$ cat src/rtl/brb_pkg.sv
// Types and constants of the byte ring buffer.
`timescale 1ns / 1ps
package brb_pkg;

  localparam int DATA_W     = 8;
  localparam int CNT_W      = 13;
  localparam int REQ_W      = 7;
  localparam int S_TDATA_W  = 16;
  localparam int M_TDATA_W  = 48;

  localparam logic OP_WRITE   = 1'b0;
  localparam logic OP_READ    = 1'b1;
  localparam logic KIND_WRITE = 1'b0;
  localparam logic KIND_READ  = 1'b1;

  localparam logic [CNT_W-1:0] RUN_MAX = 13'h1FFF;

  typedef struct packed {
    logic              is_read;
    logic [DATA_W-1:0] data;
    logic              run_end;
    logic [REQ_W-1:0]  req;
  } cmd_t;

  typedef struct packed {
    logic              kind;
    logic              byte_valid;
    logic [DATA_W-1:0] out_byte;
    logic              last;
    logic [CNT_W-1:0]  moved;
    logic [CNT_W-1:0]  free;
    logic [CNT_W-1:0]  used;
  } result_t;

  // output queue status seen by the back end
  typedef struct packed {
    logic [1:0] count;
    logic       pop;
  } oq_status_t;

endpackage

$ cat src/rtl/brb_front.sv
// Front end: accepts input words, classifies them and queues commands.
`timescale 1ns / 1ps
module brb_front import brb_pkg::*; #(
  parameter int MAX_READ = 64
) (
  input  logic                 clk,
  input  logic                 rst,
  input  logic                 s_tvalid,
  output logic                 s_tready,
  input  logic [S_TDATA_W-1:0] s_tdata,
  input  logic                 s_tuser,
  input  logic                 s_tlast,
  output cmd_t                 cmd,
  output logic                 cmd_valid,
  input  logic                 cmd_pop
);

  localparam logic [REQ_W-1:0] MaxReq = REQ_W'(MAX_READ);

  cmd_t       q [2];
  logic       wr_ptr;
  logic       rd_ptr;
  logic [1:0] count;
  logic       push;
  cmd_t       in_cmd;
  logic [REQ_W-1:0] req_raw;

  assign s_tready  = (count != 2'd2);
  assign push      = s_tvalid && s_tready;
  assign cmd_valid = (count != 2'd0);
  assign cmd       = q[rd_ptr];

  always_comb begin
    req_raw        = s_tdata[DATA_W +: REQ_W];
    in_cmd.is_read = (s_tuser == OP_READ);
    in_cmd.data    = s_tdata[DATA_W-1:0];
    in_cmd.run_end = s_tlast;
    in_cmd.req     = (req_raw > MaxReq) ? MaxReq : req_raw;
  end

  always_ff @(posedge clk) begin
    if (push) q[wr_ptr] <= in_cmd;
  end

  always_ff @(posedge clk) begin
    if (rst) begin
      wr_ptr <= 1'b0;
      rd_ptr <= 1'b0;
      count  <= 2'd0;
    end else begin
      if (push) wr_ptr <= ~wr_ptr;
      if (cmd_pop) rd_ptr <= ~rd_ptr;
      count <= count + {1'b0, push} - {1'b0, cmd_pop};
    end
  end

endmodule

$ cat config.mk
export PLATFORM = sky130hd
export DESIGN_NAME = brb_front
export DESIGN_NICKNAME = d
export VERILOG_FILES = /design/src/rtl/brb_pkg.sv /design/src/rtl/brb_front.sv
export SDC_FILE = /design/constraint.sdc
export NUM_CORES = 1
export LEC_CHECK = 0
export BUFFER_PORTS_ARGS = -buffer_cell sky130_fd_sc_hd__clkbuf_2
export CORE_MARGIN = 5
export CORE_UTILIZATION = 54
export DETAILED_ROUTE_END_ITERATION = 8
export GPL_ROUTABILITY_DRIVEN = 0
export PLACE_DENSITY_LB_ADDON = 0.05
export SKIP_CTS_REPAIR_TIMING = 1
export SYNTH_ARGS = -nofsm -noshare
export SYNTH_HDL_FRONTEND = slang
export SYNTH_SLANG_ARGS = --single-unit
$ cat constraint.sdc
create_clock -name clk -period 4.8 [get_ports clk]
set_clock_uncertainty 0.2 [all_clocks]
set_input_delay 0.48 -clock clk [delete_from_list [all_inputs] [get_ports clk]]
set_output_delay 0.48 -clock clk [all_outputs]
set_load 0.1 [all_outputs]
==> out/metrics.yaml <==
portBuffers: 39
diodes: 0
layout_commonest_cell: "clkbuf_2"
area_delta_synth_final_pct: 19.47
slowest_delay_ps: 840
fin_tns_setup_ps: 0
grtUsageTotal_pct: 13.33
coreArea_mm2: 0.002734
worst_hold_slack_ps: 118.5
drive_gt1_share_pct: 46.21
worst_pin_slew_ps: 779.2
powerDensity_mw_per_mm2: 493.6
syn_nets: 111
drt.antenna.violating_nets: 0
start_kind: "flop"
status: "complete, no violations"
numPlacedInstances: 155
wl_per_cell_um: 14.79
ioPinCount: 41
ys_types: 23
seqCellArea_mm2: 0.001121
syn-cell-area_mm2: 0.001523
crit_chain: "mux2_2 > clkbuf_2"
die_w_um: 63.10
drc: 0
layout_setup_ws_ps: 2154
setup.worst_path.end_class: "primary output"
multi_input_area_um2: 376.6
start_util_pct: 55.70
min_period_over_period_pct: 55.12
ys_ff_latch: 39
drtIter0Drc: 27
worstPathArrival_ps: 1970
clk_path_buf_depth: 2
layout_common_cells: "39 x clkbuf_2, 34 x edfxtp_1, 12 x mux2_2, 7 x nor2b_1"
vias: 847
worst_skew_pair.late_latency_ps: 330
first_pass_iters: 3
routed_wl_mm: 2.411
crit_type: "flop to primary output"
maxCapViolCount: 0
grt_pass1_wl_mm: 3.926
die_height_um: 63.10
synth_cells: 88
p_leak_nw: 0.7142
ir_drop_v: 0.0004262
routed_via_density: 5.196
rsz0062_at_grt: "false"
cts_sinks: 39
slew_viol_final: 0
root_buffer: "clkbuf_4"
nets: 154
hold_violations: 0
h-tree-depth: 2
syn_area_per_cell_um2: 17.30
grt_overflow_total: 0
setup_viol: 0
power_mw: 0.8980
antenna_found_initial: 0
cts_tree: "built"
ys_seq_area_share_pct: 73.62
post-route-min-period_ps: 2646
cts_inserted_buffers: 5
hpwl_mm: 1.702
fmax_ghz: 0.3780
grt_max_degree: 18
fin_cells: 163
worst-path-max-fanout: 17
fill_cells: 205
first_global_vias: 868
num_rows: 19
critPathSlowestCell: "dfxtp_1"
ys_warn_count: 0
dieArea_mm2: 0.003982
maxSlewHeadroom_pct: 47.98
required_ps: 4120
clk_pin_slew_ps: 120
hp-class: "input port to flop"
dp_slack_ps: 2497
[cell type report]
type,count,share of cell area [%]
Clock buffer,5,2.063
Clock inverter,3,2.132
Inverter,3,0.6190
Multi-Input combinational cell,43,20.70
Sequential cell,39,61.62
Tap cell,31,2.132
Timing Repair Buffer,39,10.73
[flip-flops by register name, indices dropped and copies added, names as in the netlist, named ones only]
| signal | count |
|---|---|
| count | 2 |
| q | 34 |
| rd_ptr | 1 |
| wr_ptr | 1 |
[critical path: cells and delay by family (launching register included)]
family	cells	cell delay (ps)
flip-flops	1	840
buffers and inverters	1	370
multiplexers	1	410
[Yosys cell counts, drive strengths merged]
library cell  number  share of area [%]
nand2b             2               0.82
a21boi             1               0.49
ha                 1               0.82
nand2              1               0.25
mux2              17                 13
dfxtp              5                6.6
or4                1               0.49
a21oi              1               0.33
and3               1               0.49
nand3b             1               0.49
a2111oi            1               0.58
nor2               2               0.49
or2                1               0.41
nor2b              7                2.9
buf                2               0.66
edfxtp            34                 67
or4b               1               0.66
a21bo              1               0.66
nand4b             2                1.2
clkbuf             1               0.25
inv                3               0.74
xnor2              2                1.2
[per-stage QoR]
step	utilization (%)	instance area [um^2]
floorplan	-	1523
global placement	63.75	1743
detailed placement	63.75	1743
CTS	66.54	1819
global route	66.54	1819
finish	66.54	1819
[layer usage]
layer	global-route usage (%)	part of all wire, %	vias up
met5	0	0	-
li1	-	-	415
met2	22.95	53	24
met3	6.750	7.4	6
met1	13.08	38	402
met4	6.366	2.0	0
[logic make-up after synthesis]
kind of cell	count (synthesis)	share of synthesized area (%)
adder cells (fa/ha/maj)	1	0.8216
XOR/XNOR	2	1.151
AND/OR/NAND/NOR	19	8.135
multiplexers	17	12.57
AO/OA/AOI/OAI	4	2.054
buffers and inverters	6	1.643
flip-flops	39	73.62
[where the power goes]
group / switching (mW) / leakage (nW) / internal, mW
combinational: 0.219 / 0.310 / 0.0513
clock: 0.102 / 0.0426 / 0.107
sequential: 0.0149 / 0.362 / 0.404
total: 0.335 / 0.714 / 0.563
[worst paths after layout]
| check | slack, ps | endpoint | cells after the start | startpoint |
|---|---|---|---|---|
| hold reg to reg | 330 | rd_ptr | 2 | rd_ptr |
| setup / recovery | 2150 | cmd[9] | 2 | flop |
| setup reg to reg | 2890 | count[1] | 6 | count[0] |
| hold / removal | 120 | q[1][9] | 1 | s_tdata[1] |
Power figures use the tool's default switching activity.
