--- config.mk ---
export PLATFORM = sky130hd
export DESIGN_NAME = brb_out_queue
export DESIGN_NICKNAME = d
export VERILOG_FILES = /design/src/rtl/brb_pkg.sv /design/src/rtl/brb_out_queue.sv
export SDC_FILE = /design/constraint.sdc
export NUM_CORES = 1
export LEC_CHECK = 0
export ABC_AREA = 0
export BUFFER_PORTS_ARGS = -buffer_cell sky130_fd_sc_hd__buf_2
export CELL_PAD_IN_SITES_DETAIL_PLACEMENT = 1
export CELL_PAD_IN_SITES_GLOBAL_PLACEMENT = 1
export CORE_ASPECT_RATIO = 1.25
export CORE_MARGIN = 5
export CORE_UTILIZATION = 44
export DETAILED_ROUTE_END_ITERATION = 7
export PLACE_DENSITY = 0.81
export SLEW_MARGIN = 20
export SYNTH_ARGS = -nofsm -noshare
export SYNTH_HDL_FRONTEND = slang
export SYNTH_SLANG_ARGS = --single-unit
--- constraint.sdc ---
create_clock -name clk -period 4 [get_ports clk]
set_input_delay 0.2 -clock clk [delete_from_list [all_inputs] [get_ports clk]]
set_output_delay 0.2 -clock clk [all_outputs]
set_load 0.02 [all_outputs]
--- src/rtl/brb_pkg.sv ---
// Types and constants of the byte ring buffer.
`timescale 1ns / 1ps
package brb_pkg;

  localparam int DATA_W     = 8;
  localparam int CNT_W      = 13;
  localparam int REQ_W      = 7;
  localparam int S_TDATA_W  = 16;
  localparam int M_TDATA_W  = 48;

  localparam logic OP_WRITE   = 1'b0;
  localparam logic OP_READ    = 1'b1;
  localparam logic KIND_WRITE = 1'b0;
  localparam logic KIND_READ  = 1'b1;

  localparam logic [CNT_W-1:0] RUN_MAX = 13'h1FFF;

  typedef struct packed {
    logic              is_read;
    logic [DATA_W-1:0] data;
    logic              run_end;
    logic [REQ_W-1:0]  req;
  } cmd_t;

  typedef struct packed {
    logic              kind;
    logic              byte_valid;
    logic [DATA_W-1:0] out_byte;
    logic              last;
    logic [CNT_W-1:0]  moved;
    logic [CNT_W-1:0]  free;
    logic [CNT_W-1:0]  used;
  } result_t;

  // output queue status seen by the back end
  typedef struct packed {
    logic [1:0] count;
    logic       pop;
  } oq_status_t;

endpackage

--- src/rtl/brb_out_queue.sv ---
// Two-entry output queue that parts the back end from the receiver.
`timescale 1ns / 1ps
module brb_out_queue import brb_pkg::*; (
  input  logic       clk,
  input  logic       rst,
  input  logic       push,
  input  result_t    push_res,
  output oq_status_t status,
  output logic       m_tvalid,
  input  logic       m_tready,
  output result_t    m_res
);

  result_t    q [2];
  logic       wr_ptr;
  logic       rd_ptr;
  logic [1:0] count;
  logic       pop;

  assign m_tvalid     = (count != 2'd0);
  assign pop          = m_tvalid && m_tready;
  assign m_res        = q[rd_ptr];
  assign status.count = count;
  assign status.pop   = pop;

  always_ff @(posedge clk) begin
    if (push) q[wr_ptr] <= push_res;
  end

  always_ff @(posedge clk) begin
    if (rst) begin
      wr_ptr <= 1'b0;
      rd_ptr <= 1'b0;
      count  <= 2'd0;
    end else begin
      if (push) wr_ptr <= ~wr_ptr;
      if (pop) rd_ptr <= ~rd_ptr;
      count <= count + {1'b0, push} - {1'b0, pop};
    end
  end

endmodule

==> results of run 1 <==
## flip-flops by register name (all words and copies together) (netlist names), named ones only
| register | count |
|---|---|
| count | 2 |
| q | 100 |
| rd_ptr | 1 |
| wr_ptr | 1 |
## power groups by stage
stage / logic, mW / registers (mW) / clock network, mW
after floorplan: 0.614 / 1.35 / 0
after detailed placement: 0.689 / 1.43 / 0
after CTS: 0.691 / 1.41 / 0.924
after global routing: 0.719 / 1.42 / 0.973
after global placement: 0.673 / 1.42 / 0
final: 0.675 / 1.41 / 0.897
## Yosys cell counts (all sizes together)
library cell  number  share of area (%)
ha                 2               0.61
o21a               1               0.18
xnor2              1               0.21
buf                7                2.9
dfxtp              5                2.4
nor2b              3               0.46
mux2              52                 19
or2                1               0.15
and2               1               0.15
edfxtp           100                 73
nor2               3               0.27
xnor3              1               0.55
inv                2               0.18
## kinds of logic (layout without fill, tap and decap cells)
kind of cell               Yosys count  count (layout)  share of synthesized area [%]
DFF                                105             105                          75.52
muxes                               52              52                          18.82
buffers and inverters                9             127                          3.076
and+or+nand+nor                      8               8                          1.036
adders and majority gates            2               2                         0.6089
xor gates and xnor gates             2               2                         0.7613
AOI/OAI and AO/OA                    1               1                         0.1828
## per-stage QoR
stage / cells / total power, mW / hold WS, ns / cell area, µm²
global route: 420 / 3.113 / 0.03156 / 5019
finish: 420 / 2.977 / 0.05005 / 5019
detailed placement: 404 / 2.123 / 0.3933 / 4707
floorplan: 179 / 1.967 / 0.2716 / 4109
global placement: 404 / 2.098 / 0.3901 / 4707
CTS: 420 / 3.025 / 0.03467 / 5019
## how the worst max path moves through the flow
stage	start	end	slack, ns	cells after the start
2_1_floorplan	wr_ptr	q[0][0]	0.98	1
3_3_place_gp	push	q[0][22]	2.14	3
3_5_place_dp	push	q[0][24]	2.08	3
4_1_cts	register	m_res[10]	1.89	2
5_1_grt	register	m_res[39]	1.84	2
6_report	register	m_res[6]	1.95	2
## cell type report
class	instances	area share, %
timing repair buffer	109	10.97
multi-input combinational	65	17.70
inverter	2	0.1496
clock buffer	10	4.562
clock inverter	6	1.645
tap	123	3.067
sequential	105	61.90
## worst max-delay path: stages (launching register included)
cell	delay (ns)
dfxtp_4	0.98
mux2_4	0.36
buf_2	0.16
## metal layers
layer / share of wire (%) / wire [µm]
met4: 2.1 / 160
met3: 4.8 / 371
met1: 38 / 2876
met2: 55 / 4248
met5: 0 / 0
==> impl_metrics.toml, run 1 <==
[power]
leakage_nw = 2.003
clkPwrFrac_pct = 30.1
p_sw_uw = 783.9
combPwrFrac_pct = 22.7
internal-power_mw = 2.193
p_per_area_nw_per_um2 = 593.1
power_switching_share_pct = 26.34
ir_drop_mv = 0.3049
power_frac_seq_pct = 47.2

[floorplan]
die_h_um = 118.0
io_pins = 108
initial_core_util_pct = 45.03
core_area_um2 = 9125
num_rows = 39
dieArea_um2 = 11380
die_w_um = 96.44

[setup_path]
timing.rr.end = "q[0][19]"
required_ns = 3.80
start_kind = "register"
reg2reg_from = "wr_ptr"
cp.arrival_ns = 1.85
r2r_cells = 2
critical_path.endpoint_type = "output pin"
crit_type = "register to output pin"
r2r_slack_ns = 2.12
worstPathMaxFanout = 50

[placed_design]
gp_congestion = 0.6690
pre_cts_ws_ns = 2.075
io_buffers = 107

[worst_hold_path]
holdPathStages = 1
hold_path.startpoint = "push_res[48]"
holdPathEnd = "q[0][48]"
hold_class = "primary input to register"

[layout]
register_area_um2 = 3107
fin_nets = 348
final_layout_size_suffix_gt1_share_pct = 60.61
multi_input_area_um2 = 888.4
area_growth_syn_to_layout_pct = 22.14
fin_util_pct = 55.00
final_cell_mix = "buf_2, edfxtp_1, mux2_4, clkbuf_16, dfxtp_1"
antenna_cells = 0
final_common_cell = "buf_2"
n_fill_cell = 870

[routing]
drt_first_iter_violations = 73
via_per_inst = 4.674
dr.pass1.iters = 4
drt-total-wl_mm = 7.656
routedWlPerCell_um = 18.23
ant_nets = 0
vias = 1963
drc = 0

[global_routing]
grt_pass1_wl_mm = 11.68
grt_use_met1_pct = 15.30
antenna_found_initial = 0
top_usage_layer = "met2"
grt_pass1_vias = 2216
met3_usage_pct = 3.708
grt_overflow = 0
track_usage_pct = 14.06
use_met2_pct = 24.58
grt_max_degree = 51

[synthesis]
syn_area_per_cell_um2 = 22.95
synth-seq-cells = 105
netlist_instances = 179
synth_nets = 235
ys_seq_area_share_pct = 75.52
yosysWarnings = 0
syn_area_um2 = 4109
yosysUniqueCellTypes = 16

[clock_tree]
cts_max_level = 3
clk_pin_slew_worst_paths_ns = 0.07
clk_latency_ns = 0.34
root_buffer = "clkbuf_16"
clock-sinks = 105
postCtsSetupBuffers = 0
cts_resized = 0
tritoncts = "done"
cts_max_path_buffers = 2
cts_buffers = 9
cts_hold_buffers = 0

[status]
outcome = "finished, final reports clean"

[timing]
tightestPinTransition_ns = 0.9633
period_needed_ns = 2.050
rsz0062_at_grt = "false"
hold_violations = 0
period_share_pct = 51.25
slew_violations = 0
setup_slack_ns = 1.950
finalSetupTns_ns = 0
fmax_mhz = 487.8
maxSlewHeadroom_pct = 35.64
skew_ns = 0.005503
setup_violations = 0

[run]
cap_viol_max_count = 0
Power figures use the tool's default switching activity.
==> inputs of run 2 (changes only) <==
--- a/config.mk
+++ b/config.mk
@@ -5,7 +5,7 @@
 export SDC_FILE = /design/constraint.sdc
 export NUM_CORES = 1
 export LEC_CHECK = 0
-export ABC_AREA = 0
+export ABC_AREA = 1
 export BUFFER_PORTS_ARGS = -buffer_cell sky130_fd_sc_hd__buf_2
 export CELL_PAD_IN_SITES_DETAIL_PLACEMENT = 1
 export CELL_PAD_IN_SITES_GLOBAL_PLACEMENT = 1
@@ -13,7 +13,7 @@
 export CORE_MARGIN = 5
 export CORE_UTILIZATION = 44
 export DETAILED_ROUTE_END_ITERATION = 7
-export PLACE_DENSITY = 0.81
+export PLACE_DENSITY = 0.82
 export SLEW_MARGIN = 20
 export SYNTH_ARGS = -nofsm -noshare
 export SYNTH_HDL_FRONTEND = slang
==> constraint.sdc (replaced) <==
create_clock -name clk -period 2.1 [get_ports clk]
set_input_delay 0.105 -clock clk [delete_from_list [all_inputs] [get_ports clk]]
set_output_delay 0.105 -clock clk [all_outputs]
set_load 0.02 [all_outputs]
==> run 2 against run 1 <==
Net effect: utilization rose by 5.8 points; critical path type unchanged; cell count up 16%; largest power group unchanged; design area is 11% higher.
==> impl_metrics.toml, run 2 <==
[placed_design]
gp_congestion = 0.6780
io_buffers = 107
dpl.hpwl_mm = 5.461
place_area_um2 = 4747

[routing]
drt-total-wl_mm = 8.180
dr.pass1.iters = 4
via_per_inst = 4.627
vias = 2258
ant_nets = 0
drc = 0
routedWlPerCell_um = 16.76
drt_first_iter_violations = 76

[layout]
final_layout_size_suffix_gt1_share_pct = 49.32
fin_nets = 416
final_cell_area_um2 = 5547
top_regs = "q (100), count (2)"
area_growth_syn_to_layout_pct = 35.03
final_cell_mix = "buf_2, edfxtp_1, dlygate4sd3_1, mux2_4, clkbuf_16"
largest_register_ffs = 100
n_fill_cell = 840
final_common_cell = "buf_2"
antenna_cells = 0
fin_util_pct = 60.78
top_register = "q"

[global_routing]
grt_pass1_vias = 2598
antenna_found_initial = 0
grt_max_degree = 33
track_usage_pct = 15.08
grt_overflow = 0
grt_pass1_wl_mm = 12.71

[floorplan]
die_w_um = 96.42
io_pins = 108
num_rows = 39
die_h_um = 118.0
core_area_um2 = 9125
dieArea_um2 = 11380
initial_core_util_pct = 45.02

[clock_tree]
tritoncts = "done"
clk_pin_slew_worst_paths_ns = 0.07
clk_latency_ns = 0.33
cts_buffers = 9
cts_max_path_buffers = 2
cts_resized = 0
clock-sinks = 105
cts_max_level = 3
root_buffer = "clkbuf_16"

[setup_path]
start_kind = "register"
path_cells = "buf_4, mux2_4, buf_2"
cp.arrival_ns = 1.52
crit_path_top_delay_cell = "dfxtp_4"
critical_path.endpoint_type = "output pin"
required_ns = 2.00
crit_type = "register to output pin"
worstPathMaxFanout = 18
cpPeakStageDelay_ns = 0.36
cpLargestDelayFamily = "buffers and inverters"
critPathBufInv = 2

[timing]
tightestPinTransition_ns = 0.3685
hold_slack_ns = 0.07851
skew_ns = 0.006689
fmax_mhz = 616.2
period_needed_ns = 1.623
setup_violations = 0
finalSetupTns_ns = 0
hold_violations = 0
period_share_pct = 77.28
rsz0062_at_grt = "false"
slew_violations = 0
maxSlewHeadroom_pct = 75.43

[synthesis]
synth.area.top_cells = "edfxtp_1, mux2_4, buf_12, dfxtp_1, inv_1"
yosysWarnings = 0
synth_nets = 248
syn_area_per_cell_um2 = 21.39
ys.flop_type = "edfxtp_1"
synth_edf_count = 100
synth-async-reset-ratio_pct = 0
synth.top_cells.by_count = "edfxtp_1, mux2_4, inv_1, nor2_1, nand2_1"
synth-seq-cells = 105
synth_area_leader_cell = "edfxtp_1"
synth_top_area_share_pct = 73.10
yosysUniqueCellTypes = 13
synth_most_common_cell = "edfxtp_1"
syn_area_um2 = 4108
ys_seq_area_share_pct = 75.54
netlist_instances = 192

[power]
leakage_nw = 2.251
p_per_area_nw_per_um2 = 1002
ir_drop_mv = 0.5547

[run]
cap_viol_max_count = 0

[worst_hold_path]
hold_class = "primary input to register"

[status]
outcome = "finished, final reports clean"
run 2: changes by cell type after synthesis, sizes merged, moves of 2 or more:
cell   change
inv        +7
nand2      +6
nor2       +6
nor2b      -3
mux2       -2
nand3      +2
run 2: stage by stage:
step | setup slack (ns) | power (mW) | instances
finish | 0.4771 | 5.557 | 488
global placement | 0.7423 | 3.903 | 421
detailed placement | 0.6348 | 3.956 | 421
CTS | 0.4491 | 5.635 | 488
floorplan | 0.04723 | 3.645 | 192
global route | 0.4130 | 5.843 | 488
run 2: kinds of logic (layout without fill, tap and decap cells):
family                     Yosys count  in the layout  share of synthesized area, %
DFF                                105            105                         75.54
muxes                               50             50                         18.28
adders and majority gates            2              2                        0.6091
AOI/OAI and AO/OA                    1              1                        0.1217
buffers and inverters               16            189                         3.716
and+or+nand+nor                     18             18                         1.736
run 2: metal layers:
layer  vias up  GRT usage [%]  routed length (µm)
met5         -              0                   0
met4         0          7.018                 178
met3        13          3.389                 348
met2        62          28.42                4737
met1      1119          14.95                2916
li1       1064              -                   -
run 2: worst paths after layout:
kind | from | end | slack [ns] | depth (start not counted)
setup reg to reg | count[1] | count[1] | 0.63 | 8
hold reg to reg | rd_ptr | rd_ptr | 0.52 | 2
setup / recovery | register | m_res[2] | 0.48 | 3
hold / removal | push | wr_ptr | 0.08 | 3
run 2: layout make-up:
type | count | area (µm²) | share of cell area [%]
sequential | 105 | 3107 | 56.01
multi-input combinational | 71 | 859.6 | 15.50
clock buffer | 11 | 232.7 | 4.196
inverter | 9 | 33.78 | 0.6091
timing repair buffer | 164 | 1104 | 19.90
clock inverter | 5 | 56.30 | 1.015
tap | 123 | 153.9 | 2.775
run 2: worst register-to-register path, stage by stage (launching register included):
cell,delay [ns]
dfxtp_1,0.37
nor2_1,0.06
nor2_1,0.16
ha_1,0.27
inv_1,0.06
ha_1,0.16
nand2_1,0.08
a21oi_1,0.16
nor2_1,0.06
run 2: repair_timing:
action	4_1_cts	5_1_grt
endpoints found under the hold margin	102	0
setup buffers	0	0
hold buffers	51	0
run 2: report_power, final:
part           internal [mW]  leakage (nW)  switching [mW]
clock                  0.922         0.139           0.673
combinational          0.685          1.13           0.777
sequential              2.44         0.981          0.0542
